==> config.mk <==
export PLATFORM = sky130hd
export DESIGN_NAME = touch_frame_decode_scale_unit
export DESIGN_NICKNAME = d
export VERILOG_FILES = /design/src/hdl/tfds_pkg.sv /design/src/hdl/touch_frame_decode_scale_unit.sv /design/src/hdl/tfds_cfg.sv /design/src/hdl/tfds_decode.sv /design/src/hdl/tfds_scale.sv
export VERILOG_INCLUDE_DIRS = /design/src /design/src/hdl
export SDC_FILE = /design/constraint.sdc
export NUM_CORES = 2
export LEC_CHECK = 0
export BUFFER_PORTS_ARGS = -buffer_cell sky130_fd_sc_hd__clkbuf_2
export CORE_ASPECT_RATIO = 0.8
export CORE_MARGIN = 2
export CORE_UTILIZATION = 40
export CTS_BUF_LIST = sky130_fd_sc_hd__clkbuf_4 sky130_fd_sc_hd__clkbuf_8 sky130_fd_sc_hd__clkbuf_16
export CTS_CLUSTER_DIAMETER = 100
export DETAILED_ROUTE_END_ITERATION = 8
export PLACE_DENSITY = 0.64
export SYNTH_ARGS = -nofsm -noshare
export SYNTH_HDL_FRONTEND = slang
export SYNTH_HIERARCHICAL = 1
export SYNTH_SLANG_ARGS = --single-unit
==> constraint.sdc <==
create_clock -name clk -period 12.5 [get_ports clk]
set_clock_uncertainty 0.2 [all_clocks]
set_input_delay 1.875 -clock clk [delete_from_list [all_inputs] [get_ports clk]]
set_output_delay 1.875 -clock clk [all_outputs]
set_load 0.005 [all_outputs]
==> src/hdl/touch_frame_decode_scale_unit_macros.svh <==
// Assertion macros for the touch report decode and scale unit.
// Used by the top level; expects clk and arst_n in scope.
`ifndef TOUCH_FRAME_DECODE_SCALE_UNIT_MACROS_SVH
`define TOUCH_FRAME_DECODE_SCALE_UNIT_MACROS_SVH

// Same-cycle implication, quiet during reset.
`define TFDS_ASSERT_IMPL(label, cond, prop) \
	label: assert property (@(posedge clk) disable iff (!arst_n) (cond) |-> (prop)) \
		else $error("same-cycle check failed");

// Next-cycle implication, quiet during reset.
`define TFDS_ASSERT_NEXT(label, cond, prop) \
	label: assert property (@(posedge clk) disable iff (!arst_n) (cond) |=> (prop)) \
		else $error("next-cycle check failed");

`endif

==> src/hdl/tfds_pkg.sv <==
// Shared types and constants for the touch report decode and scale unit.
// No dependencies.
package tfds_pkg;

	localparam int RAW_W       = 12;
	localparam int MAX_W       = 16;
	localparam int CFG_INDEX_W = 2;
	localparam int CFG_DATA_W  = 16;

	// Register indexes
	localparam logic [CFG_INDEX_W-1:0] REG_PROTOCOL_MODE = 2'd0;
	localparam logic [CFG_INDEX_W-1:0] REG_SCREEN_X_MAX  = 2'd1;
	localparam logic [CFG_INDEX_W-1:0] REG_SCREEN_Y_MAX  = 2'd2;

	// Protocol modes
	localparam logic MODE_FRAME    = 1'b0;
	localparam logic MODE_REGISTER = 1'b1;

	// Register reset values
	localparam logic [MAX_W-1:0] SCREEN_X_MAX_RESET = 16'd239;
	localparam logic [MAX_W-1:0] SCREEN_Y_MAX_RESET = 16'd319;

	// Result status codes
	localparam logic [1:0] STATUS_OK        = 2'd0;
	localparam logic [1:0] STATUS_CHECKSUM  = 2'd1;
	localparam logic [1:0] STATUS_BAD_EVENT = 2'd2;

	// Register-mode event codes
	localparam logic [1:0] EV_DOWN    = 2'd0;
	localparam logic [1:0] EV_UP      = 2'd1;
	localparam logic [1:0] EV_CONTACT = 2'd2;
	localparam logic [1:0] EV_ERROR   = 2'd3;

	localparam logic [7:0] CHECKSUM_SEED = 8'h55;

	typedef struct packed {
		logic [7:0] report_byte_0;
		logic [7:0] report_byte_1;
		logic [7:0] report_byte_3;
		logic [7:0] report_byte_4;
		logic [7:0] report_byte_5;
		logic [7:0] report_byte_6;
		logic [7:0] report_byte_7;
		logic [7:0] report_byte_8;
	} report_t;

	typedef struct packed {
		logic [1:0]       status;
		logic             touching;
		logic [MAX_W-1:0] screen_x;
		logic [MAX_W-1:0] screen_y;
	} result_t;

	typedef struct packed {
		logic             protocol_mode;
		logic [MAX_W-1:0] screen_x_max;
		logic [MAX_W-1:0] screen_y_max;
	} cfg_t;

	typedef struct packed {
		logic [1:0]       status;
		logic             touching;
		logic [RAW_W-1:0] raw_x;
		logic [RAW_W-1:0] raw_y;
	} decode_t;

	typedef struct packed {
		logic s2;
		logic s3;
		logic s4;
	} stage_en_t;

endpackage

==> src/hdl/touch_frame_decode_scale_unit.sv <==
// Top level of the touch report decode and scale unit.
// Depends on tfds_pkg, tfds_cfg, tfds_decode, tfds_scale and the macro header.
//
//   channel  | handshake                   | payload
//   ---------+-----------------------------+---------------------------
//   report   | report_valid / report_stall | report   (report_t)
//   result   | result_valid / result_stall | result   (result_t)
//   config   | cfg_write_en                | cfg_index, cfg_data
//
// One report per cycle sustained while the result is not held; each result is
// offered once its report has passed four registers (input register, decode
// and premultiply, reciprocal multiply, correction into the result register).
// Reset clears all stage valid bits and loads the register reset values.
// Each stage moves whenever the stage after it is empty or moving, so a held
// result stalls the input only once every stage is full.
module touch_frame_decode_scale_unit import tfds_pkg::*; #(
	parameter int RAW_X_LIMIT = 239,
	parameter int RAW_Y_LIMIT = 319
) (
	input  logic                   clk,
	input  logic                   arst_n,
	input  logic                   report_valid,
	output logic                   report_stall,
	input  report_t                report,
	output logic                   result_valid,
	input  logic                   result_stall,
	output result_t                result,
	input  logic                   cfg_write_en,
	input  logic [CFG_INDEX_W-1:0] cfg_index,
	input  logic [CFG_DATA_W-1:0]  cfg_data
);

	`include "touch_frame_decode_scale_unit_macros.svh"

	cfg_t      cfg;
	stage_en_t en;
	logic      en_s1;
	logic      valid_s1;
	logic      valid_s2;
	logic      valid_s3;
	logic      valid_s4;
	report_t   report_s1;
	decode_t   dec;
	logic [1:0] status_s2;
	logic [1:0] status_s3;
	logic [1:0] status_s4;
	logic       touch_s2;
	logic       touch_s3;
	logic       touch_s4;
	logic [MAX_W-1:0] scaled_x;
	logic [MAX_W-1:0] scaled_y;

	tfds_cfg u_cfg (
		.clk          (clk),
		.arst_n       (arst_n),
		.cfg_write_en (cfg_write_en),
		.cfg_index    (cfg_index),
		.cfg_data     (cfg_data),
		.cfg          (cfg)
	);

	// Stage enables: advance when the next stage is empty or advancing
	assign en.s4        = !valid_s4 || !result_stall;
	assign en.s3        = !valid_s3 || en.s4;
	assign en.s2        = !valid_s2 || en.s3;
	assign en_s1        = !valid_s1 || en.s2;
	assign report_stall = !en_s1;

	always_ff @(posedge clk or negedge arst_n) begin
		if (!arst_n) begin
			valid_s1 <= 1'b0;
			valid_s2 <= 1'b0;
			valid_s3 <= 1'b0;
			valid_s4 <= 1'b0;
		end else begin
			if (en_s1) valid_s1 <= report_valid;
			if (en.s2) valid_s2 <= valid_s1;
			if (en.s3) valid_s3 <= valid_s2;
			if (en.s4) valid_s4 <= valid_s3;
		end
	end

	// Capture the incoming item
	always_ff @(posedge clk) begin
		if (en_s1) begin
			report_s1 <= report;
		end
	end

	tfds_decode #(
		.RAW_X_LIMIT (RAW_X_LIMIT),
		.RAW_Y_LIMIT (RAW_Y_LIMIT)
	) u_decode (
		.report        (report_s1),
		.protocol_mode (cfg.protocol_mode),
		.dec           (dec)
	);

	// Carry status and touch alongside the scalers
	always_ff @(posedge clk) begin
		if (en.s2) begin
			status_s2 <= dec.status;
			touch_s2  <= dec.touching;
		end
		if (en.s3) begin
			status_s3 <= status_s2;
			touch_s3  <= touch_s2;
		end
		if (en.s4) begin
			status_s4 <= status_s3;
			touch_s4  <= touch_s3;
		end
	end

	tfds_scale #(.LIMIT (RAW_X_LIMIT)) u_scale_x (
		.clk     (clk),
		.en      (en),
		.raw     (dec.raw_x),
		.out_max (cfg.screen_x_max),
		.scaled  (scaled_x)
	);

	tfds_scale #(.LIMIT (RAW_Y_LIMIT)) u_scale_y (
		.clk     (clk),
		.en      (en),
		.raw     (dec.raw_y),
		.out_max (cfg.screen_y_max),
		.scaled  (scaled_y)
	);

	assign result_valid    = valid_s4;
	assign result.status   = status_s4;
	assign result.touching = touch_s4;
	assign result.screen_x = scaled_x;
	assign result.screen_y = scaled_y;

	// Input stalls only with every stage full and the result held
	`TFDS_ASSERT_IMPL(a_stall_full, report_stall, valid_s1 && valid_s2 && valid_s3 && valid_s4 && result_stall)
	// Error results carry no touch and no coordinates
	`TFDS_ASSERT_IMPL(a_err_zero, result_valid && (result.status != STATUS_OK), !result.touching && (result.screen_x == '0) && (result.screen_y == '0))
	// Mode write lands in the register
	`TFDS_ASSERT_NEXT(a_mode_write, cfg_write_en && (cfg_index == REG_PROTOCOL_MODE), cfg.protocol_mode == $past(cfg_data[0]))

endmodule

==> src/hdl/tfds_cfg.sv <==
// Configuration registers of the touch report decode and scale unit.
// Depends on tfds_pkg.
module tfds_cfg import tfds_pkg::*; (
	input  logic                   clk,
	input  logic                   arst_n,
	input  logic                   cfg_write_en,
	input  logic [CFG_INDEX_W-1:0] cfg_index,
	input  logic [CFG_DATA_W-1:0]  cfg_data,
	output cfg_t                   cfg
);

	cfg_t cfg_q;

	// Write the addressed register; drop writes beyond the list
	always_ff @(posedge clk or negedge arst_n) begin
		if (!arst_n) begin
			cfg_q.protocol_mode <= MODE_FRAME;
			cfg_q.screen_x_max  <= SCREEN_X_MAX_RESET;
			cfg_q.screen_y_max  <= SCREEN_Y_MAX_RESET;
		end else if (cfg_write_en) begin
			unique case (cfg_index)
				REG_PROTOCOL_MODE: cfg_q.protocol_mode <= cfg_data[0];
				REG_SCREEN_X_MAX:  cfg_q.screen_x_max  <= cfg_data[MAX_W-1:0];
				REG_SCREEN_Y_MAX:  cfg_q.screen_y_max  <= cfg_data[MAX_W-1:0];
				default: ;
			endcase
		end
	end

	assign cfg = cfg_q;

endmodule

==> src/hdl/tfds_decode.sv <==
// Report decoder: checksum or event check, raw X/Y unpack, clamp, X inversion.
// Depends on tfds_pkg; purely combinational.
module tfds_decode import tfds_pkg::*; #(
	parameter int RAW_X_LIMIT = 239,
	parameter int RAW_Y_LIMIT = 319
) (
	input  report_t report,
	input  logic    protocol_mode,
	output decode_t dec
);

	localparam logic [RAW_W-1:0] X_LIM = RAW_W'(RAW_X_LIMIT);
	localparam logic [RAW_W-1:0] Y_LIM = RAW_W'(RAW_Y_LIMIT);

	logic [15:0]      sum_got;
	logic [15:0]      sum_want;
	logic [1:0]       ev;
	logic [RAW_W-1:0] rx;
	logic [RAW_W-1:0] ry;
	logic [RAW_W-1:0] rx_clamp;
	logic [RAW_W-1:0] ry_clamp;

	assign sum_got  = {report.report_byte_1, report.report_byte_0};
	assign sum_want = 16'(16'(CHECKSUM_SEED) + 16'(report.report_byte_4)
		+ 16'(report.report_byte_5) + 16'(report.report_byte_6)
		+ 16'(report.report_byte_7) + 16'(report.report_byte_8));
	assign ev = report.report_byte_3[7:6];

	// Unpack raw coordinates per protocol; frame X is one-based
	always_comb begin
		if (protocol_mode == MODE_FRAME) begin
			rx = {report.report_byte_7[3:0], report.report_byte_4};
			ry = {report.report_byte_7[7:4], report.report_byte_5};
			if (rx != '0) begin
				rx = rx - RAW_W'(1);
			end
		end else begin
			rx = {report.report_byte_3[3:0], report.report_byte_4};
			ry = {report.report_byte_5[3:0], report.report_byte_6};
		end
	end

	// Saturate to the raw limits
	assign rx_clamp = (rx > X_LIM) ? X_LIM : rx;
	assign ry_clamp = (ry > Y_LIM) ? Y_LIM : ry;

	// Pick status; zero raw values on error so the scaled axes come out zero
	always_comb begin
		dec = '0;
		if (protocol_mode == MODE_FRAME) begin
			if (sum_got != sum_want) begin
				dec.status = STATUS_CHECKSUM;
			end else begin
				dec.status   = STATUS_OK;
				dec.touching = (report.report_byte_8[7:4] != 4'd0);
				dec.raw_x    = X_LIM - rx_clamp;
				dec.raw_y    = ry_clamp;
			end
		end else begin
			if (ev == EV_ERROR) begin
				dec.status = STATUS_BAD_EVENT;
			end else begin
				dec.status   = STATUS_OK;
				dec.touching = (ev == EV_DOWN) || (ev == EV_CONTACT);
				dec.raw_x    = rx_clamp;
				dec.raw_y    = ry_clamp;
			end
		end
	end

endmodule

==> src/hdl/tfds_scale.sv <==
// One-axis scaler: (raw * max + LIMIT/2) / LIMIT over three pipeline stages,
// divide done as reciprocal multiply plus one correction. Depends on tfds_pkg.
module tfds_scale import tfds_pkg::*; #(
	parameter int LIMIT = 239
) (
	input  logic             clk,
	input  stage_en_t        en,
	input  logic [RAW_W-1:0] raw,
	input  logic [MAX_W-1:0] out_max,
	output logic [MAX_W-1:0] scaled
);

	localparam int N_W = RAW_W + MAX_W;
	localparam int Q_W = MAX_W + 1;
	localparam int R_W = Q_W + RAW_W;
	localparam logic [N_W-1:0] HALF  = N_W'(LIMIT / 2);
	localparam logic [N_W:0]   RECIP = (N_W + 1)'((64'd1 << N_W) / LIMIT);
	localparam logic [RAW_W-1:0] DIV = RAW_W'(LIMIT);

	logic [N_W-1:0]     num_s2;
	logic [N_W-1:0]     num_s3;
	logic [Q_W-1:0]     qest_s3;
	logic [2*N_W:0]     prod;
	logic [R_W-1:0]     rem;
	logic [Q_W-1:0]     q_fix;
	logic [MAX_W-1:0]   scaled_s4;

	// Stage 2: numerator with rounding offset
	always_ff @(posedge clk) begin
		if (en.s2) begin
			num_s2 <= N_W'(raw) * N_W'(out_max) + HALF;
		end
	end

	// Stage 3: quotient estimate, low by at most one
	assign prod = (2*N_W + 1)'(num_s2) * (2*N_W + 1)'(RECIP);

	always_ff @(posedge clk) begin
		if (en.s3) begin
			num_s3  <= num_s2;
			qest_s3 <= prod[N_W +: Q_W];
		end
	end

	// Stage 4: bump the estimate when the remainder reaches the divisor
	assign rem   = R_W'(num_s3) - R_W'(qest_s3) * R_W'(DIV);
	assign q_fix = qest_s3 + Q_W'(rem >= R_W'(DIV));

	always_ff @(posedge clk) begin
		if (en.s4) begin
			scaled_s4 <= q_fix[MAX_W-1:0];
		end
	end

	assign scaled = scaled_s4;

endmodule

Word-level counts from Yosys, hierarchy flattened
Index checks and enable logic that the tools add are counted.

word-level totals
  flip-flop bits (word level) = 288
  output and inout port bits = 37
  word-level logic and storage cells = 85

operators by class
  reductions and logical operators = 18
  multipliers = 6
  add/sub/neg operators = 13
  magnitude comparators = 4
  equality and inequality tests = 5
  mux-type cells = 10

operator list
  kind                                                   count
  adder 16 x 8 -> 16 bit                                 4
  2-to-1 mux 12 bit                                      5
  multiplier 12 x 16 -> 28 bit                           2
  2-to-1 mux 25 bit                                      2
  multiplier 28 x 19 -> 44 bit (second input constant)   1
  multiplier 28 x 18 -> 42 bit (second input constant)   1
  adder 16 x 1 -> 16 bit                                 2
  >= comparator 29 x 8 -> 1 bit (second input constant)  1
  >= comparator 29 x 9 -> 1 bit (second input constant)  1
  subtractor 28 x 25 -> 29 bit                           1
  subtractor 28 x 26 -> 29 bit                           1
  adder 28 x 7 -> 28 bit (second input constant)         1
  adder 28 x 8 -> 28 bit (second input constant)         1
  2-to-1 mux 27 bit                                      1
  multiplier 17 x 9 -> 26 bit (second input constant)    1
  multiplier 17 x 8 -> 25 bit (second input constant)    1
  inequality test 16 bit                                 1
  > comparator 12 x 8 -> 1 bit (second input constant)   1
  > comparator 12 x 9 -> 1 bit (second input constant)   1
  nonzero test 12 bit                                    1
  subtractor 12 x 1 -> 12 bit (second input constant)    1
  subtractor 8 x 12 -> 12 bit (first input constant)     1
  adder 7 x 8 -> 9 bit (first input constant)            1
  equality test 2 bit (second input constant)            3
  other kinds (8)                                        20

Longest topological paths before layout
  depth in word-level cells = 10
  gate-level depth with buffers = 39

Modules after synthesis
Netlist, hierarchy kept.

modules (own cells, without submodules)
  module                         times used  area each (sq um)  cells an instance
  tfds_scale (u_scale_y)         1           21563.2            2158
  tfds_scale (u_scale_x)         1           21130.3            2103
  touch_frame_decode_scale_unit  1           2362.3             89
  tfds_decode                    1           2132.0             280
  tfds_cfg                       1           1360.1             71

Worst setup path before layout
No wires, ideal clock.

  kind = register to register
  start = reg report_s1[34] (netlist name)
  end = reg u_scale_y.num_s2[26], data pin
  arrival time = 9.353 ns
  path buffers = 2
  slack = 2.690 ns
  stages on the path, launching flop included = 36
  data required time = 12.043 ns
  cell sequence = edfxtp_1 -> fa_1 -> inv_1 -> fa_1 -> inv_1 -> fa_1 -> ha_1 -> fa_1 -> xnor3_1 -> o41ai_1 -> nor4b_1 -> nand4_1 -> or3_1 -> clkbuf_1 -> o31ai_1 -> clkbuf_1 -> nand2_1 -> fa_1 -> fa_1 -> inv_1 -> fa_1 -> inv_1 -> fa_1 -> inv_1 -> fa_1 -> ha_1 -> nand4_1 -> nor2_1 -> a221oi_1 -> or3_1 -> a31oi_1 -> o31ai_1 -> a21oi_1 -> o21ai_0 -> nand2b_1 -> xor2_1

RTL lines
  item                    line                                 source
  start, declared         touch_frame_decode_scale_unit.sv:42  report_t report_s1;
  start signal, assigned  touch_frame_decode_scale_unit.sv:86  report_s1 <= report;
  end signal, assigned    tfds_scale.sv:31                     num_s2 <= N_W'(raw) * N_W'(out_max) + HALF;
  end, declared           tfds_scale.sv:20                     logic [N_W-1:0] num_s2;

==> impl_metrics.tcl <==
set metrics [dict create \
    status "finished, final reports clean" \
    port_buffers 121 \
    worstSetupPathType "flop to flop" \
    fin_hold_ws_ps 220 \
    ios 124 \
    reg2reg_to "u_scale_y/num_s2[26]" \
    syn_area_mm2 0.0485 \
    nFillCells 11368 \
    cts_sinks 286 \
    crit_buf_inv 7 \
    cp_data_arrival_time_ps 10970 \
    insertion_delay_ps 620 \
    yosysWarningCount 6 \
    ant_nets 0 \
    syn_to_final_growth_pct 7.82 \
    die_x_um 393 \
    finalSetupViolCount 0 \
    crit_start "report_s1[34]" \
    hp-class "flop to flop" \
    slowest_stage "o31ai_2" \
    grt_max_degree 63 \
    relSlewSlack_pct 23.6 \
    gp_congestion 0.881 \
    cts_buffers 40 \
    cts_setup_buffers 0 \
    first_pass_iters 7 \
    period_share_pct 86.7 \
    cts-root-buf "clkbuf_16" \
    cp_num_cells 35 \
    grt_util_all_layers_pct 17.4 \
    most-common-layout-cells "inv_1 (1218), fa_1 (813), ha_1 (752)" \
    end_kind "flop" \
    reg2reg_from "report_s1[34]" \
    cp_top_family "adder cells" \
    core_mm2 0.121 \
    timing.final.crit_period_ps 10840 \
    layout_commonest_cell "inv_1" \
    syn_inst 4699 \
    tns_ps 0 \
    wl_per_cell_um 15.9 \
    worst_pin_slew_ps 1140 \
    path_max_fanout 11 \
    hold_viol 0 \
    r2r_slack_ps 1660 \
    ctsHoldBuffers 0 \
    rr_worst_depth 35 \
    cts_tree "built" \
    drv_cap 0 \
    grt_pass1_wl_um 173000 \
    slew_violations 0 \
    worstPathRequired_ps 12630 \
    synth.avg_cell_area_um2 10.3 \
    die_h_um 315 \
    dieArea_mm2 0.124 \
    drive_gt1_share_pct 6.35 \
    cp-start-kind "flop" \
    final_nets 6443 \
    grt_pass1_vias 33109 \
    finalNonFillerCells 6446 \
    htree_levels 2 \
    row_count 114 \
    cts-resized-gates 0 \
    critPathCapture "u_scale_y/num_s2[26]" \
    antenna_found_initial 14 \
    vias 31473 \
    grt_setup_unrepaired "false" \
    worst_slack_ps 1660 \
    place_ws_ps 1870 \
    grt_overflow 0 \
    fmax_ghz 0.0922 \
    vias_per_cell 4.88 \
    post-dp-hpwl_um 86200 \
    initial_core_util_pct 40.2 \
    crit_path_frequent_cell "fa_1" \
    drtIter0Drc 1594 \
    drt-total-wl_um 103000 \
    dp.cells 6373 \
    clkTransAtPathRegs_ps 60 \
    max_stage_delay_ps 700 \
    drc 0 \
    cts_buffer_depth 3 \
]
worst reg2reg max path: cells and delay by family (launching register included):
family                   cells  cell delay [ps]
adder cells (fa/ha/maj)     11             4970
XOR/XNOR                     2              440
AND/OR/NAND/NOR              8             1710
flip-flops                   1              520
buffers and inverters        7              800
AO/OA/AOI/OAI                7             1910
how the worst min path moves through the flow:
stage / startpoint / to / depth (start not counted)
detailed placement: status_s3[1] / status_s4[1] / 0
global placement: status_s3[1] / status_s4[1] / 0
floorplan: status_s2[0] / status_s3[0] / 0
CTS: status_s3[1] / status_s4[1] / 0
global route: status_s3[1] / status_s4[1] / 0
finish: status_s3[1] / status_s4[1] / 0
metal layers:
layer	vias up	share of wire [%]	wire length [um]	global-route usage, %
met5	-	0.16	167	0
met4	24	1.8	1860	3.77
met3	119	5.3	5480	2.98
met2	633	43	44500	26.5
met1	15660	49	50800	26.1
li1	15037	-	-	-
metrics by stage:
stage / util (%) / area [um^2]
after CTS: 43.4 / 52300
after global placement: 42.2 / 50900
after detailed placement: 42.2 / 50900
after global routing: 43.4 / 52300
final: 43.4 / 52300
after floorplan: - / 48500
cell type report:
class                      count  area [um^2]  share of cell area (%)
tap                         1624         2030                    3.89
sequential                   286         8420                    16.1
clock buffer                  46         1050                    2.01
inverter                    1220         4580                    8.76
clock inverter                26          315                   0.603
multi-input combinational   3104        35100                    67.2
antenna                        1         2.50                 0.00479
timing repair buffer         139          741                    1.42
sequential cells by signal (all words and copies together) (netlist names), 2 cells and up:
register,flops
report_s1,62
u_cfg/cfg,33
u_scale_x/num_s2,28
u_scale_x/num_s3,28
u_scale_y/num_s2,28
u_scale_y/num_s3,28
u_scale_x/qest_s3,17
u_scale_y/qest_s3,17
u_scale_x/scaled,16
u_scale_y/scaled,16
status_s2,2
status_s3,2
status_s4,2
Power is not shown: default switching activity piles up to over one toggle a cycle in this logic, so the estimate is an artifact.
